`config.mk`:
```
export PLATFORM = sky130hd
export DESIGN_NAME = pnoq_ram
export DESIGN_NICKNAME = d
export VERILOG_FILES = /design/src/hw/rtl/pnoq_ram.sv
export SDC_FILE = /design/constraint.sdc
export NUM_CORES = 2
export LEC_CHECK = 0
export BUFFER_PORTS_ARGS = -buffer_cell sky130_fd_sc_hd__buf_2
export CORE_UTILIZATION = 60
export DETAILED_ROUTE_END_ITERATION = 16
export PLACE_DENSITY_LB_ADDON = 0.2
export RECOVER_POWER = 50
export SLEW_MARGIN = 5
export SYNTH_ARGS = -nofsm -noshare
export SYNTH_HDL_FRONTEND = slang
export SYNTH_SLANG_ARGS = --single-unit
```
`constraint.sdc`:
```
create_clock -name clk_i -period 4.8 [get_ports clk_i]
set_input_delay 0.72 -clock clk_i [delete_from_list [all_inputs] [get_ports clk_i]]
set_output_delay 0.72 -clock clk_i [all_outputs]
set_load 0.01 [all_outputs]
```
`src/hw/rtl/pnoq_ram.sv`:
```
// simple dual-port synchronous ram with registered read data
module pnoq_ram #(
  parameter int unsigned WIDTH = 32,
  parameter int unsigned DEPTH = 128
) (
  input  logic                     clk_i,
  input  logic                     we_i,
  input  logic [$clog2(DEPTH)-1:0] waddr_i,
  input  logic [WIDTH-1:0]         wdata_i,
  input  logic [$clog2(DEPTH)-1:0] raddr_i,
  output logic [WIDTH-1:0]         rdata_o
);

  logic [WIDTH-1:0] mem_q [DEPTH];
  logic [WIDTH-1:0] rdata_q;

  always_ff @(posedge clk_i) begin
    if (we_i) begin
      mem_q[waddr_i] <= wdata_i;
    end
    rdata_q <= mem_q[raddr_i];
  end

  assign rdata_o = rdata_q;

endmodule

```
**Word-level counts from Yosys, hierarchy flattened**

Memory sizes are Yosys's and may differ from the RTL's. A register that Yosys moved wholly into a read port is not among the register bits.
Cells that the tools add are included.

- Bits in writable memories: 4096
- Input port bits: 48
- Register bits after elaboration: 0
- Memories kept: 1

Memory list:

| memory | words | width | rd ports | clocked after Yosys merged registers in | write ports | line | source |
|---|---|---|---|---|---|---|---|
| mem_q | 128 | 32 | 1 | 1 | 1 | 14 | `logic [WIDTH-1:0] mem_q [DEPTH];` |

- Multiplexer cells: 2

Operator list:

| operator | count |
|---|---|
| $mux W1 | 2 |

**Longest topological paths before layout**

- Depth after elaboration: 2
- Gate-level depth with buffers: 8
- Depth with buffers taken out: 4

**Worst setup path after synthesis**

No wires, ideal clock.

- Path kind: input-to-reg
- Start: input we_i
- End: memory mem_q[98][0] (enable)
- Stages on the path: 3
- Required time: 4.339 ns
- Slack: 0.841 ns
- Path buffers: 1
- Setup time: 0.461 ns
- Data arrival time: 3.498 ns
- Path through: clkbuf_1 nand4_1 nor3_1

- Word-level cells in the longest chain between the ends: 2

RTL lines:

| element | line | source |
|---|---|---|
| start, declared | 7 | `input logic we_i,` |
| $mux W1 | 18 | `if (we_i) begin` |
| $mux W1 (not written as such) | 19 | `mem_q[waddr_i] <= wdata_i;` |
| end, declared | 14 |  |

Every way passes these cells.

**Final worst setup path**

- Start: input wdata_i[30]
- End: memory mem_q[33][30], data pin

RTL lines:

| element | line | source |
|---|---|---|
| start, declared | 9 | `input logic [WIDTH-1:0] wdata_i,` |

No word-level cell before the write port.

==> flow_summary.json <==
{
  "layout_setup_ws_ps": 934,
  "clock_latency_ps": 920,
  "worst_r2r_startpoint": "mem_q[5][23]",
  "p_per_area_mw_per_mm2": 421,
  "dpl.cell_count": 9480,
  "worstSetupEndpointType": "register",
  "combPwrFrac": 0.053,
  "synth_top_area_share": 0.787,
  "p_clk_frac": 0.409,
  "routedWlPerCell_um": 39.7,
  "largest_delay_share_family_worst_path": "buffers and inverters",
  "cp-start-kind": "input port",
  "die_area_mm2": 0.263,
  "max_freq_mhz": 259,
  "rr_endpoint": "rdata_o[23]",
  "grt_pass1_vias": 71900,
  "yosys_register_bits": 4128,
  "via_per_inst": 7.00,
  "timing.reg2reg.setup_slack_ps": 2130,
  "port-buffer-count": 79,
  "h_tree_levels": 5,
  "dr_total_vias": 72000,
  "gate_count_of_the_mapped_netlist": 5990,
  "crit_path_max_fanout": 70,
  "cts_hold_repair.buffers": 0,
  "finalCoreUtilization": 0.685,
  "dpl.hpwl_um": 229000,
  "final-seq-area_mm2": 0.124,
  "worst-path-buf-inv": 2,
  "syn-cell-area_mm2": 0.156,
  "finalWeightedCongestion": 0.855,
  "worst_ep_arrival_time_ps": 4350,
  "finalCriticalPeriod_ps": 3870,
  "totalNegativeSetupSlack_ps": 0,
  "drive_gt1_frac": 0.357,
  "global_route_total_usage_across_every_layer": 0.317,
  "number_of_buffers_added_for_setup_after_cts": 0,
  "finish.net_count": 6547,
  "timing.hold.worst_endpoint": "mem_q[57][15]",
  "holdCritStartpoint": "wdata_i[15]",
  "multiInputGateArea_mm2": 0.0323,
  "grt_max_degree": 129,
  "post_synth.cell_area_avg_um2": 26.1,
  "placementRows": 186,
  "max-cap-violations": 43,
  "floorplan.initialDensity": 0.606,
  "area_growth_syn_to_layout_pct": 13.1,
  "fillers": 15000,
  "power.switching_fraction": 0.213,
  "first_iter_violations": 10700,
  "seq_power_share": 0.539,
  "timing.max_slew.rel_slack": -1.59,
  "worst_hold_path_class": "input port to register",
  "cts-resized-gates": 0,
  "clock_buffer_count_from_cts": 401,
  "yosysSeqAreaShare": 0.791,
  "io_pins": 80,
  "slowest_stage": "sky130_fd_sc_hd__clkbuf_1",
  "max_slew.worst_pin.slew_ps": 3880,
  "post-synth-top-area-cell": "sky130_fd_sc_hd__edfxtp_1",
  "detail_route.wirelength_um": 408000,
  "unique_cell_type_count_in_the_yosys_netlist": 17,
  "worst_clock_skew_ps": 66.2,
  "failed_checks": "capacitance limit, slew limit",
  "globalRouteOverflowTotal": 0,
  "cp_cell_sequence": "clkbuf_1 -> clkbuf_2",
  "drcViolationCount": 0,
  "drtPass1Iterations": 5,
  "placeableCoreArea_mm2": 0.258,
  "critical_path.max_stage_delay_ps": 2170,
  "antenna_found_initial": 62,
  "synthesis_warning_total": 0,
  "ant_nets": 0,
  "timing_max_transition_violations_final": 2519,
  "path_clk_slew_ps": 60,
  "dp_slack_ps": 649,
  "ctsRootBufferMaster": "sky130_fd_sc_hd__clkbuf_16",
  "syn-num-nets": 6038,
  "clock_tree_from_tritoncts": "built",
  "p_int_uw": 58600,
  "cell_depth_of_the_worst_flop_to_flop_path": 4,
  "grt_setup_unrepaired": "no",
  "clk_path_buf_depth": 4,
  "fp.dieH_um": 512,
  "vdd_ir_drop_max_v": 0.000464,
  "setup_viol": 0,
  "cp_data_required_time_ps": 5280,
  "hold_viol": 0,
  "dieWidth_um": 512,
  "final.period_utilization": 0.805,
  "status": "finished, violations left",
  "hold_slack_ps": 451,
  "timing_worst_setup_path_type": "input port to register",
  "finish.cell_count_without_fillers": 10300,
  "synth.area.top_cells": "sky130_fd_sc_hd__edfxtp_1, sky130_fd_sc_hd__mux4_2, sky130_fd_sc_hd__clkbuf_1, sky130_fd_sc_hd__dfxtp_1, sky130_fd_sc_hd__nor2_1",
  "leakage_uw": 0.0543,
  "wire_length_of_the_first_global_routing_pass_um": 569000,
  "min_path_cells": 1,
  "number_of_clock_sinks": 4128,
  "total_switching_power_uw": 15800
}
==> Yosys cell counts <==
master	instances
sky130_fd_sc_hd__buf_1	50
sky130_fd_sc_hd__buf_2	79
sky130_fd_sc_hd__buf_4	3
sky130_fd_sc_hd__buf_6	2
sky130_fd_sc_hd__clkbuf_1	182
sky130_fd_sc_hd__dfxtp_1	32
sky130_fd_sc_hd__edfxtp_1	4096
sky130_fd_sc_hd__mux2_2	32
sky130_fd_sc_hd__mux4_2	1344
sky130_fd_sc_hd__nand2_1	14
sky130_fd_sc_hd__nand2b_1	2
sky130_fd_sc_hd__nand3_1	12
sky130_fd_sc_hd__nand4_1	3
sky130_fd_sc_hd__nor2_1	122
sky130_fd_sc_hd__nor2b_1	7
sky130_fd_sc_hd__nor3_1	9
sky130_fd_sc_hd__or3_1	1
==> worst reg2reg max path, stage by stage, from the launching register on <==
cell	delay, ps
sky130_fd_sc_hd__edfxtp_1	370
sky130_fd_sc_hd__mux4_2	520
sky130_fd_sc_hd__mux4_2	630
sky130_fd_sc_hd__mux4_2	690
sky130_fd_sc_hd__mux2_2	330
==> area by class of cell <==
class | count | area share
antenna | 71 | 0.00101
clock buffer | 515 | 0.0607
clock inverter | 213 | 0.0104
multi-input combinational | 1546 | 0.183
sequential | 4128 | 0.700
tap | 3384 | 0.0240
timing repair buffer | 422 | 0.0215
==> worst max-delay path by stage <==
stage	from	cells after the start	slack, ps	to
global route	wdata_i[30]	2	770	mem_q[33][30]
floorplan	we_i	3	840	mem_q[98][0]
CTS	raddr_i[0]	8	1580	rdata_o[23]
global placement	raddr_i[0]	9	700	rdata_o[22]
finish	wdata_i[30]	2	930	mem_q[33][30]
detailed placement	raddr_i[0]	8	650	rdata_o[23]
==> cells in the final DEF (no fill, tap or decap), types with 2 or more instances in the layout <==
cell / synthesis / final
sky130_fd_sc_hd__inv_6: 0 / 8
sky130_fd_sc_hd__buf_8: 0 / 3
sky130_fd_sc_hd__nor3_2: 0 / 9
sky130_fd_sc_hd__clkbuf_16: 0 / 407
sky130_fd_sc_hd__mux2_2: 32 / 32
sky130_fd_sc_hd__bufinv_16: 0 / 27
sky130_fd_sc_hd__dfxtp_1: 32 / 32
sky130_fd_sc_hd__clkinv_2: 0 / 73
sky130_fd_sc_hd__buf_2: 79 / 39
sky130_fd_sc_hd__mux4_2: 1344 / 1344
sky130_fd_sc_hd__clkbuf_8: 0 / 14
sky130_fd_sc_hd__nand2b_1: 2 / 2
sky130_fd_sc_hd__buf_12: 0 / 70
sky130_fd_sc_hd__nor2_4: 0 / 116
sky130_fd_sc_hd__nor2_1: 122 / 6
sky130_fd_sc_hd__diode_2: 0 / 71
sky130_fd_sc_hd__clkbuf_1: 182 / 136
sky130_fd_sc_hd__nand2_2: 0 / 2
sky130_fd_sc_hd__clkinv_4: 0 / 5
sky130_fd_sc_hd__clkinv_16: 0 / 2
sky130_fd_sc_hd__buf_4: 3 / 261
sky130_fd_sc_hd__nand3_2: 0 / 3
sky130_fd_sc_hd__clkinvlp_4: 0 / 12
sky130_fd_sc_hd__nor2b_1: 7 / 7
sky130_fd_sc_hd__clkinv_8: 0 / 4
sky130_fd_sc_hd__edfxtp_1: 4096 / 4096
sky130_fd_sc_hd__nand4_1: 3 / 3
sky130_fd_sc_hd__clkbuf_2: 0 / 5
sky130_fd_sc_hd__nand2_1: 14 / 12
sky130_fd_sc_hd__clkinv_1: 0 / 81
sky130_fd_sc_hd__nand3_1: 12 / 9
==> flip-flops by register name (all words and copies together), names as in the netlist <==
| signal | cells |
|---|---|
| mem_q | 4096 |
| rdata_o | 32 |
==> power by group through the flow <==
stage               Sequential, uW  Combinational [uW]  Clock [uW]
floorplan                    40600                1920           0
global placement             40800                3860           0
detailed placement           40800                3930           0
CTS                          40000                3940       30700
global route                 40100                4030       32000
finish                       40100                3920       30400
==> metal layers <==
| layer | share of wire | global-route usage | up-vias |
|---|---|---|---|
| li1 | - | - | 27500 |
| met1 | 0.36 | 0.443 | 39000 |
| met2 | 0.48 | 0.493 | 4624 |
| met3 | 0.11 | 0.0600 | 829 |
| met4 | 0.055 | 0.152 | 20 |
| met5 | 0.00039 | 0 | - |
==> metrics by stage <==
step	power [uW]	area, um^2
finish	74400	177000
floorplan	42600	156000
global placement	44600	164000
global route	76100	177000
detailed placement	44700	164000
CTS	74700	177000
==> cell families after synthesis <==
| logic type | count (synthesis) | share of synthesized area |
|---|---|---|
| buffers and inverters | 316 | 0.00839 |
| AND/OR/NAND/NOR | 170 | 0.00446 |
| flip-flops | 4128 | 0.791 |
| multiplexers | 1376 | 0.196 |
No activity file was read; power rests on OpenSTA's default activity.
