--- config.mk ---
export PLATFORM = sky130hd
export DESIGN_NAME = pnoq_ctrl_flat
export DESIGN_NICKNAME = d
export VERILOG_FILES = /design/src/hw/rtl/pnoq_pkg.sv /design/src/hw/rtl/pnoq_if.sv /design/src/hw/rtl/pnoq_ctrl.sv /design/src/flat_wrapper.sv
export SDC_FILE = /design/constraint.sdc
export NUM_CORES = 1
export LEC_CHECK = 0
export ABC_AREA = 1
export BUFFER_PORTS_ARGS = -buffer_cell sky130_fd_sc_hd__buf_4
export CAP_MARGIN = 20
export CORE_AREA = 2 2 302 304
export DETAILED_ROUTE_END_ITERATION = 16
export DIE_AREA = 0 0 304 306
export RECOVER_POWER = 50
export SLEW_MARGIN = 20
export SYNTH_ARGS = -nofsm -noshare
export SYNTH_HDL_FRONTEND = slang
export SYNTH_SLANG_ARGS = --single-unit
--- constraint.sdc ---
create_clock -name clk_i -period 3.1 [get_ports clk_i]
set_input_delay 0.62 -clock clk_i [delete_from_list [all_inputs] [get_ports clk_i]]
set_output_delay 0.62 -clock clk_i [all_outputs]
set_load 0.02 [all_outputs]
--- src/hw/rtl/pnoq_pkg.sv ---
// shared types and constants of the pending note-off queue
package pnoq_pkg;

  localparam int unsigned PITCH_W = 7;
  localparam int unsigned PITCHES = 1 << PITCH_W;
  localparam int unsigned TIME_W  = 32;
  localparam int unsigned ORDER_W = 32;
  localparam int unsigned CNT_W   = 8;

  typedef enum logic [1:0] {
    OP_CLEAR   = 2'd0,
    OP_ENQUEUE = 2'd1,
    OP_POP_DUE = 2'd2,
    OP_POP_ALL = 2'd3
  } op_e;

  typedef struct packed {
    logic               popped;
    logic [PITCH_W-1:0] out_pitch;
    logic [TIME_W-1:0]  out_time;
    logic [CNT_W-1:0]   pending_count;
  } pnoq_res_t;

endpackage

--- src/hw/rtl/pnoq_if.sv ---
// request and result channel interfaces of the pending note-off queue
interface pnoq_in_if;
  logic        valid;
  logic        ready;
  logic [1:0]  operation;
  logic [31:0] event_time;
  logic [6:0]  note_pitch;

  modport source (output valid, output operation, output event_time, output note_pitch,
                  input ready);
  modport sink (input valid, input operation, input event_time, input note_pitch,
                output ready);
endinterface


--- src/hw/rtl/pnoq_ctrl.sv ---
// sequencer: scans the per-pitch tables for the earliest entry, inserts and renumbers
module pnoq_ctrl #(
  parameter int unsigned SLOTS     = 128,
  parameter int unsigned TIME_BITS = 32
) (
  input  logic                    clk_i,
  input  logic                    rst_ni,
  pnoq_in_if.sink                 in_i,
  output pnoq_pkg::pnoq_res_t     res_o,
  output logic                    res_valid_o,
  input  logic                    res_ready_i,
  output logic [pnoq_pkg::PITCH_W-1:0] rd_addr_o,
  output logic [pnoq_pkg::PITCH_W-1:0] wr_addr_o,
  output logic                    time_we_o,
  output logic                    order_we_o,
  output logic [((TIME_BITS < 32) ? TIME_BITS : 32)-1:0] time_wdata_o,
  output logic [pnoq_pkg::ORDER_W-1:0] order_wdata_o,
  input  logic [((TIME_BITS < 32) ? TIME_BITS : 32)-1:0] time_rdata_i,
  input  logic [pnoq_pkg::ORDER_W-1:0] order_rdata_i
);
  import pnoq_pkg::*;

  localparam int unsigned TW = (TIME_BITS < 32) ? TIME_BITS : 32;

  typedef enum logic [3:0] {
    S_IDLE, S_CLR, S_ENQ, S_CHK, S_SCAN, S_FIN, S_POP, S_RWR, S_INS, S_RESP
  } state_e;

  state_e             state_q;
  op_e                op_q;
  logic [TW-1:0]      time_q;
  logic [PITCH_W-1:0] pitch_q;
  logic [PITCHES-1:0] valid_q;
  logic [PITCHES-1:0] done_q;
  logic [CNT_W-1:0]   count_q;
  logic [ORDER_W-1:0] ctr_q;
  logic [PITCH_W-1:0] idx_q;
  logic               pend_q;
  logic [PITCH_W-1:0] pend_idx_q;
  logic               renum_q;
  logic               best_found_q;
  logic [PITCH_W-1:0] best_idx_q;
  logic [TW-1:0]      best_time_q;
  logic [ORDER_W-1:0] best_ord_q;
  logic [CNT_W-1:0]   rank_q;
  logic               popped_q;
  logic [PITCH_W-1:0] out_pitch_q;
  logic [TW-1:0]      out_time_q;

  logic cand_ok;
  logic ord_lt;
  logic time_lt;
  logic time_eq;
  logic better;

  always_comb begin
    cand_ok = pend_q && valid_q[pend_idx_q] && !(renum_q && done_q[pend_idx_q]);
    ord_lt  = order_rdata_i < best_ord_q;
    time_lt = time_rdata_i < best_time_q;
    time_eq = time_rdata_i == best_time_q;
    better  = !best_found_q || (renum_q ? ord_lt : (time_lt || (time_eq && ord_lt)));
  end

  always_ff @(posedge clk_i or negedge rst_ni) begin
    if (!rst_ni) begin
      state_q      <= S_IDLE;
      op_q         <= OP_CLEAR;
      time_q       <= '0;
      pitch_q      <= '0;
      valid_q      <= '0;
      done_q       <= '0;
      count_q      <= '0;
      ctr_q        <= '0;
      idx_q        <= '0;
      pend_q       <= 1'b0;
      pend_idx_q   <= '0;
      renum_q      <= 1'b0;
      best_found_q <= 1'b0;
      best_idx_q   <= '0;
      best_time_q  <= '0;
      best_ord_q   <= '0;
      rank_q       <= '0;
      popped_q     <= 1'b0;
      out_pitch_q  <= '0;
      out_time_q   <= '0;
    end else begin
      // compare stage of the scan, one entry per cycle
      if (cand_ok && better) begin
        best_found_q <= 1'b1;
        best_idx_q   <= pend_idx_q;
        best_time_q  <= time_rdata_i;
        best_ord_q   <= order_rdata_i;
      end
      pend_q     <= (state_q == S_SCAN);
      pend_idx_q <= idx_q;

      unique case (state_q)
        S_IDLE: begin
          if (in_i.valid) begin
            op_q         <= op_e'(in_i.operation);
            time_q       <= in_i.event_time[TW-1:0];
            pitch_q      <= in_i.note_pitch;
            popped_q     <= 1'b0;
            out_pitch_q  <= '0;
            out_time_q   <= '0;
            best_found_q <= 1'b0;
            idx_q        <= '0;
            renum_q      <= 1'b0;
            unique case (op_e'(in_i.operation))
              OP_CLEAR:   state_q <= S_CLR;
              OP_ENQUEUE: state_q <= S_ENQ;
              default:    state_q <= (count_q == '0) ? S_POP : S_SCAN;
            endcase
          end
        end
        S_CLR: begin
          valid_q <= '0;
          count_q <= '0;
          ctr_q   <= '0;
          state_q <= S_RESP;
        end
        S_ENQ: begin
          if (valid_q[pitch_q]) begin
            valid_q[pitch_q] <= 1'b0;
            count_q          <= count_q - CNT_W'(1);
          end
          state_q <= S_CHK;
        end
        S_CHK: begin
          priority if (count_q >= CNT_W'(SLOTS)) begin
            state_q <= S_RESP;
          end else if (ctr_q == '1) begin
            if (count_q == '0) begin
              ctr_q   <= '0;
              state_q <= S_INS;
            end else begin
              done_q       <= '0;
              rank_q       <= '0;
              renum_q      <= 1'b1;
              idx_q        <= '0;
              best_found_q <= 1'b0;
              state_q      <= S_SCAN;
            end
          end else begin
            state_q <= S_INS;
          end
        end
        S_SCAN: begin
          idx_q <= idx_q + PITCH_W'(1);
          if (idx_q == PITCH_W'(PITCHES - 1)) begin
            state_q <= S_FIN;
          end
        end
        S_FIN: begin
          state_q <= renum_q ? S_RWR : S_POP;
        end
        S_POP: begin
          if (best_found_q && (op_q == OP_POP_ALL || best_time_q <= time_q)) begin
            valid_q[best_idx_q] <= 1'b0;
            count_q             <= count_q - CNT_W'(1);
            popped_q            <= 1'b1;
            out_pitch_q         <= best_idx_q;
            out_time_q          <= best_time_q;
          end
          state_q <= S_RESP;
        end
        S_RWR: begin
          done_q[best_idx_q] <= 1'b1;
          rank_q             <= rank_q + CNT_W'(1);
          best_found_q       <= 1'b0;
          idx_q              <= '0;
          if ((rank_q + CNT_W'(1)) == count_q) begin
            ctr_q   <= ORDER_W'(count_q);
            renum_q <= 1'b0;
            state_q <= S_INS;
          end else begin
            state_q <= S_SCAN;
          end
        end
        S_INS: begin
          valid_q[pitch_q] <= 1'b1;
          count_q          <= count_q + CNT_W'(1);
          ctr_q            <= ctr_q + ORDER_W'(1);
          state_q          <= S_RESP;
        end
        S_RESP: begin
          if (res_ready_i) begin
            state_q <= S_IDLE;
          end
        end
        default: state_q <= S_IDLE;
      endcase
    end
  end

  assign in_i.ready  = (state_q == S_IDLE);
  assign res_valid_o = (state_q == S_RESP);

  always_comb begin
    res_o.popped        = popped_q;
    res_o.out_pitch     = out_pitch_q;
    res_o.out_time      = TIME_W'(out_time_q);
    res_o.pending_count = count_q;
  end

  // ram access
  assign rd_addr_o     = idx_q;
  assign wr_addr_o     = (state_q == S_RWR) ? best_idx_q : pitch_q;
  assign time_we_o     = (state_q == S_INS);
  assign order_we_o    = (state_q == S_INS) || (state_q == S_RWR);
  assign time_wdata_o  = time_q;
  assign order_wdata_o = (state_q == S_RWR) ? ORDER_W'(rank_q) : ctr_q;

endmodule

--- src/flat_wrapper.sv ---
// flat-port wrapper written by rule: the top's interface ports become plain ports
module pnoq_ctrl_flat import pnoq_pkg::*;
#(
  parameter int unsigned SLOTS     = 128,
  parameter int unsigned TIME_BITS = 32
)
  (clk_i, rst_ni, res_o, res_valid_o, res_ready_i, rd_addr_o, wr_addr_o, time_we_o, order_we_o, time_wdata_o, order_wdata_o, time_rdata_i, order_rdata_i, in_i_valid, in_i_operation, in_i_event_time, in_i_note_pitch, in_i_ready);
  pnoq_in_if in_i_i ();
  input  logic clk_i;
  input  logic rst_ni;
  output pnoq_pkg::pnoq_res_t res_o;
  output logic res_valid_o;
  input  logic res_ready_i;
  output logic [pnoq_pkg::PITCH_W-1:0] rd_addr_o;
  output logic [pnoq_pkg::PITCH_W-1:0] wr_addr_o;
  output logic time_we_o;
  output logic order_we_o;
  output logic [((TIME_BITS < 32) ? TIME_BITS : 32)-1:0] time_wdata_o;
  output logic [pnoq_pkg::ORDER_W-1:0] order_wdata_o;
  input  logic [((TIME_BITS < 32) ? TIME_BITS : 32)-1:0] time_rdata_i;
  input  logic [pnoq_pkg::ORDER_W-1:0] order_rdata_i;
  input wire logic [$bits(in_i_i.valid)-1:0] in_i_valid;
  input wire logic [$bits(in_i_i.operation)-1:0] in_i_operation;
  input wire logic [$bits(in_i_i.event_time)-1:0] in_i_event_time;
  input wire logic [$bits(in_i_i.note_pitch)-1:0] in_i_note_pitch;
  output wire logic [$bits(in_i_i.ready)-1:0] in_i_ready;
  assign in_i_i.valid = in_i_valid;
  assign in_i_i.operation = in_i_operation;
  assign in_i_i.event_time = in_i_event_time;
  assign in_i_i.note_pitch = in_i_note_pitch;
  assign in_i_ready = in_i_i.ready;
  pnoq_ctrl #(.SLOTS(SLOTS), .TIME_BITS(TIME_BITS)) u_core (.clk_i(clk_i), .rst_ni(rst_ni), .in_i(in_i_i), .res_o(res_o), .res_valid_o(res_valid_o), .res_ready_i(res_ready_i), .rd_addr_o(rd_addr_o), .wr_addr_o(wr_addr_o), .time_we_o(time_we_o), .order_we_o(order_we_o), .time_wdata_o(time_wdata_o), .order_wdata_o(order_wdata_o), .time_rdata_i(time_rdata_i), .order_rdata_i(order_rdata_i));
endmodule
; ---- Yosys cells after proc, flatten, opt, wreduce, memory -nomap -nowiden
; Cells that the tools add are included.
[word_totals]
input_bits = 109
wordCells = 164
out_inout_bits = 130
reg_bits = 477
[classes]
bitwise = 6
n_reduce_logical = 32
add_sub_neg = 5
mux = 67
magnitude_cmp = 9
n_eq_ne = 25
[op_table]
columns = operator, count
row1 = 128-bit two-way mux, 5
row2 = 128-bit case mux with 4 select lines, 1
row3 = 128-bit bitwise AND, 2
row4 = 128-bit inverter, 2
row5 = 128-bit bitwise OR, 2
row6 = 128-bit case mux with 2 select lines, 1
row7 = 32-bit two-way mux, 7
row8 = 32-bit case mux with 4 select lines, 1
row9 = 32-bit < comparator, 2
row10 = 32-bit case mux with 2 select lines, 1
row11 = 7-bit two-way mux, 6
row12 = 8-bit two-way mux, 5
row13 = 32-bit by 1-bit adder with 32-bit output (second input constant), 1
row14 = 32-bit == test, 1
row15 = 32-bit == test (second input constant), 1
row16 = 32-bit less-or-equal comparator, 1
row17 = 4-bit case mux with 8 select lines, 1
row18 = 8-bit case mux with 4 select lines, 1
row19 = 4-bit two-way mux, 7
row20 = 7-bit case mux with 4 select lines, 1
row21 = 7-bit by 8-bit < comparator with 1-bit output (second input constant), 3
row22 = 1-bit binary-select mux with 7-bit select, 3
row23 = 1-bit two-way mux, 18
row24 = 8-bit by 1-bit adder with 8-bit output (second input constant), 2
row25 = 36 further kinds, 69

; ---- Depth between registers and ports, before layout
[logic_depth]
depth_word = 11
depth_mapped = 20
ltp_nobuf = 17

; ---- Worst setup path after synthesis
; OpenSTA, ideal clock, no wires.
[synth_path]
path_type = register to register
start = register u_core.state_q[2]
end = register u_core.count_q[5]
period_less_slack_ns = 2.801
setup_time_ns = 0.118
arrival_time_ns = 2.683
path_buffers = 3
setup_slack_ns = 0.299
path_stages_with_launch = 18
required_time_ns = 2.982
cell_sequence = dfrtp_1 > inv_2 > nand2_1 > nor2_1 > buf_2 > inv_1 > clkbuf_1 > clkbuf_1 > ha_1 > nand2_1 > nand2_1 > a31oi_1 > o21ai_0 > a21oi_1 > xor2_1 > nor2_1 > nand3_1 > nand2_1
[synth_between]
elab_chain_len = 3
elab_cells_between_ends = 9
cone_classes = 6 x eq/ne / 1 x mux / 2 x reduce/logical
[synth_lines]
columns = element, line_no
row1 = from (decl), pnoq_ctrl.sv:29  ; state_e state_q;
row2 = from (signal assigned), pnoq_ctrl.sv:112  ; default: state_q <= (count_q == '0) ? S_POP : S_SCAN;
row3 = from (signal assigned), pnoq_ctrl.sv:155  ; state_q <= renum_q ? S_RWR : S_POP;
row4 = "4-bit by 2-bit == test with 1-bit output, or another cell as far along", pnoq_ctrl.sv:97  ; unique case (state_q)
row5 = 2-bit by 1-bit inequality test with 1-bit output (no source line) / 4-bit nonzero test (equally long branches), n/a
row6 = 3-bit AND reduction (no source line), n/a
row7 = to (signal assigned), pnoq_ctrl.sv:125  ; count_q <= count_q - CNT_W'(1);
row8 = to (signal assigned), pnoq_ctrl.sv:160  ; count_q <= count_q - CNT_W'(1);
row9 = to (signal assigned), pnoq_ctrl.sv:182  ; count_q <= count_q + CNT_W'(1);
row10 = to (decl), pnoq_ctrl.sv:35  ; logic [CNT_W-1:0] count_q;
; Several ways; a longest one is shown, not always the timed one.
; A chain may end at the register's enable or synchronous reset.

; ---- Final worst setup path
[layout_path]
start = register u_core.state_q[2]
end = output port wr_addr_o[2] in the netlist's numbering
[layout_between]
elab_chain_len = 2
[layout_lines]
columns = element, line_no
row1 = 4-bit by 3-bit == test with 1-bit output, pnoq_ctrl.sv:208  ; assign wr_addr_o = (state_q == S_RWR) ? best_idx_q : pitch_q;
row2 = 7-bit two-way mux, pnoq_ctrl.sv:208
row3 = to (decl), flat_wrapper.sv:15  ; output logic [pnoq_pkg::PITCH_W-1:0] wr_addr_o;
; Every way passes these cells.

==> qor.txt <==
status = finished with violations
failing checks = capacitance limit, slew limit
Worst setup SP type = register
commonest non-fill, non-tap cells in the layout = nand2_1 (1301), dfrtp_1 (474), nand3_1 (442), nor2_1 (409), inv_1 (352)
# rows = 110
Chip Width = 304 µm
share of cells above drive strength 1 = 10.4%
DP Worst Slack = 0.227 ns
Async SR Flop Fraction = 100%
Post-Syn Area = 0.0312 mm²
Post-Route WL = 122000 µm
first-pass GRT wire length = 189000 µm
Final Hold Vio Count = 0
CTS root buffer = clkbuf_16
gpl congestion = 0.939
TritonCTS clock tree = built
clk_lat worst skew = 0.64 ns
CP startpoint = u_core.state_q[2]
post-route cell area = 0.0367 mm²
vias in the first global route = 31.0k
Tmin final = 2.97 ns
PD cells = 771 mW/mm²
Die Span Y = 306 µm
final setup violation count = 0
grt ovf = 0
setup TNS = 0 ns
# IOs = 239
Crit. End Element = output port
peak supply drop = 0.629 mV
Least-Margin Pin Slew = 2.15 ns
core box area = 0.0896 mm²
largest net degree at the start of global routing = 118
Crit Path Class = reg -> out
Lkg Pwr = 16.1 nW
port bufs = 238
vias per cell = 5.58
hpwl dp = 80300 µm
GR Util All Layers = 25.8%
maxcap violations = 1
clk_skew = 0.0275 ns
maximum clock rate = 337 MHz
EDFF count, synth = 0
CTS Buf Count = 55
Final Power = 28.3 mW
RSZ-0062 raised after global routing = false
final worst slack = 0.130 ns
fin nets = 4860
Max-slew headroom = -43.1%
Die Footprint = 0.0930 mm²
syn avg cell area = 6.94 µm²
Crit Path Max Fanout = 7
initial drt markers = 3464
Post-Layout Cell Count = 5867
Area growth, synth to finish = 17.6%
Placement Cell Area = 0.0349 mm²
Ys Warns = 0
Avg WL per Cell = 20.9 µm
synthesized net count = 4702
max-slew violation count = 65
fin crit share = 95.8%
CP required = 2.48 ns
ys flop type = dfrtp_1
number of clock sinks = 477
DRC violations left = 0
synthesized flop and latch total = 477
router iterations before antenna repair = 6
dpl cells = 5758
initial antenna violation count = 0
most common cell after layout, fill and taps aside = nand2_1
# H-tree levels = 2
Vias = 32.7k
R2R Path Start = u_core.pitch_q[1]
Max Root-Sink Buffers = 3
Worst Hold Launch = in_i_event_time[0]
clock slew at reported path FFs = 0.07 ns
Initial Util = 34.8%
ANT nets after route = 0
Mapped Cells = 4488
Netlist cell types = 47
Worst EP arrival = 2.35 ns
Worst Hold Class = in -> reg
sequential share of the synthesized area = 38.3%
-- metrics by stage --
step	utilization [%]	hold WS, ns
6_report	40.9	0.192
5_1_grt	40.9	0.191
4_1_cts	41.1	0.160
3_5_place_dp	39.0	0.458
3_3_place_gp	39.0	0.453
2_1_floorplan	-	0.324
-- cell type report --
cell class	instances	area (µm²)
tap	1176	1470
multi-input combinational	3339	16600
clock inverter	18	234
timing repair buffer	400	3330
inverter	373	1410
clock buffer	82	1630
fill	9420	52900
antenna	2	5.00
sequential	477	11900
-- synthesized netlist by cell type (37+ instances only) --
| cell | number | area, µm² |
|---|---|---|
| ha_1 | 104 | 1300 |
| nand2_1 | 1302 | 4890 |
| xor2_1 | 37 | 324 |
| a21oi_1 | 144 | 721 |
| inv_1 | 353 | 1330 |
| o22ai_1 | 53 | 332 |
| o21ai_0 | 318 | 1590 |
| o41ai_1 | 44 | 385 |
| dfrtp_1 | 477 | 11900 |
| buf_2 | 98 | 490 |
| nor2_1 | 411 | 1540 |
| nand3_1 | 448 | 2240 |
| nor3_1 | 111 | 556 |
| clkbuf_1 | 164 | 616 |
| o21a_1 | 121 | 908 |
| nand4_1 | 95 | 594 |
-- cell families after synthesis --
family	after synthesis	share of synthesized area, %
buffers and inverters	672	8.72
adder cells (fa/ha/maj)	105	4.24
XOR/XNOR	39	1.10
AND/OR/NAND/NOR	2404	32.5
flip-flops	477	38.3
AO/OA/AOI/OAI	791	15.2
-- power by group --
| part | switching [mW] | internal (mW) |
|---|---|---|
| Clock | 2.86 | 4.03 |
| Combinational | 9.69 | 3.72 |
| Sequential | 0.865 | 7.10 |
-- path summary, 6_finish.rpt --
check                                         endpoint  slack [ns]  cells after the start
worst max-delay path                      wr_addr_o[2]        0.13                      9
worst min-delay path            u_core.time_wdata_o[0]        0.19                      3
worst max register to register      u_core.valid_q[49]        0.16                     13
worst min register to register    u_core.best_ord_q[2]        0.47                      2
max in group asynchronous         u_core.pend_idx_q[0]        0.39                      2
min in group asynchronous       u_core.best_time_q[13]        1.11                      2
-- sequential cells by signal, indices dropped and copies added (netlist names) --
| name | cells |
|---|---|
| u_core.done_q | 128 |
| u_core.valid_q | 128 |
| u_core.best_ord_q | 32 |
| u_core.best_time_q | 32 |
| u_core.ctr_q | 32 |
| u_core.out_time_q | 32 |
| u_core.time_wdata_o | 32 |
| u_core.count_q | 8 |
| u_core.rank_q | 8 |
| u_core.best_idx_q | 7 |
| u_core.out_pitch_q | 7 |
| u_core.pend_idx_q | 7 |
| u_core.pitch_q | 7 |
| u_core.rd_addr_o | 7 |
| u_core.state_q | 4 |
| u_core.op_q | 2 |
| u_core.best_found_q | 1 |
| u_core.pend_q | 1 |
| u_core.popped_q | 1 |
| u_core.renum_q | 1 |
-- timing repair --
action / CTS / global route
gates resized for setup: 1 / 5
endpoints found under the setup margin: 12 / 33
buffers inserted: 4 / 2
pin swaps: 1 / 1
cloned: 0 / 0
endpoints found under the hold margin: 20 / 0
hold buffers: 1 / 0
-- worst max-delay path, stage by stage, from the launching register on --
cell and delay [ns]:
dfrtp_1 0.42, inv_1 0.10, nor2_1 0.09, inv_1 0.10, nor2_4 0.15, buf_12 0.13
buf_4 0.14, nand2_1 0.12, o21ai_1 0.25, buf_4 0.21
-- per-layer routing --
layer | vias up | track usage [%] | wire length, µm
met5 | - | 0 | 0
met4 | 0 | 11.3 | 5610
met3 | 311 | 5.74 | 12100
met2 | 1603 | 39.2 | 53200
met1 | 15600 | 35.1 | 51500
li1 | 15200 | - | -
Power figures use the tool's default switching activity.
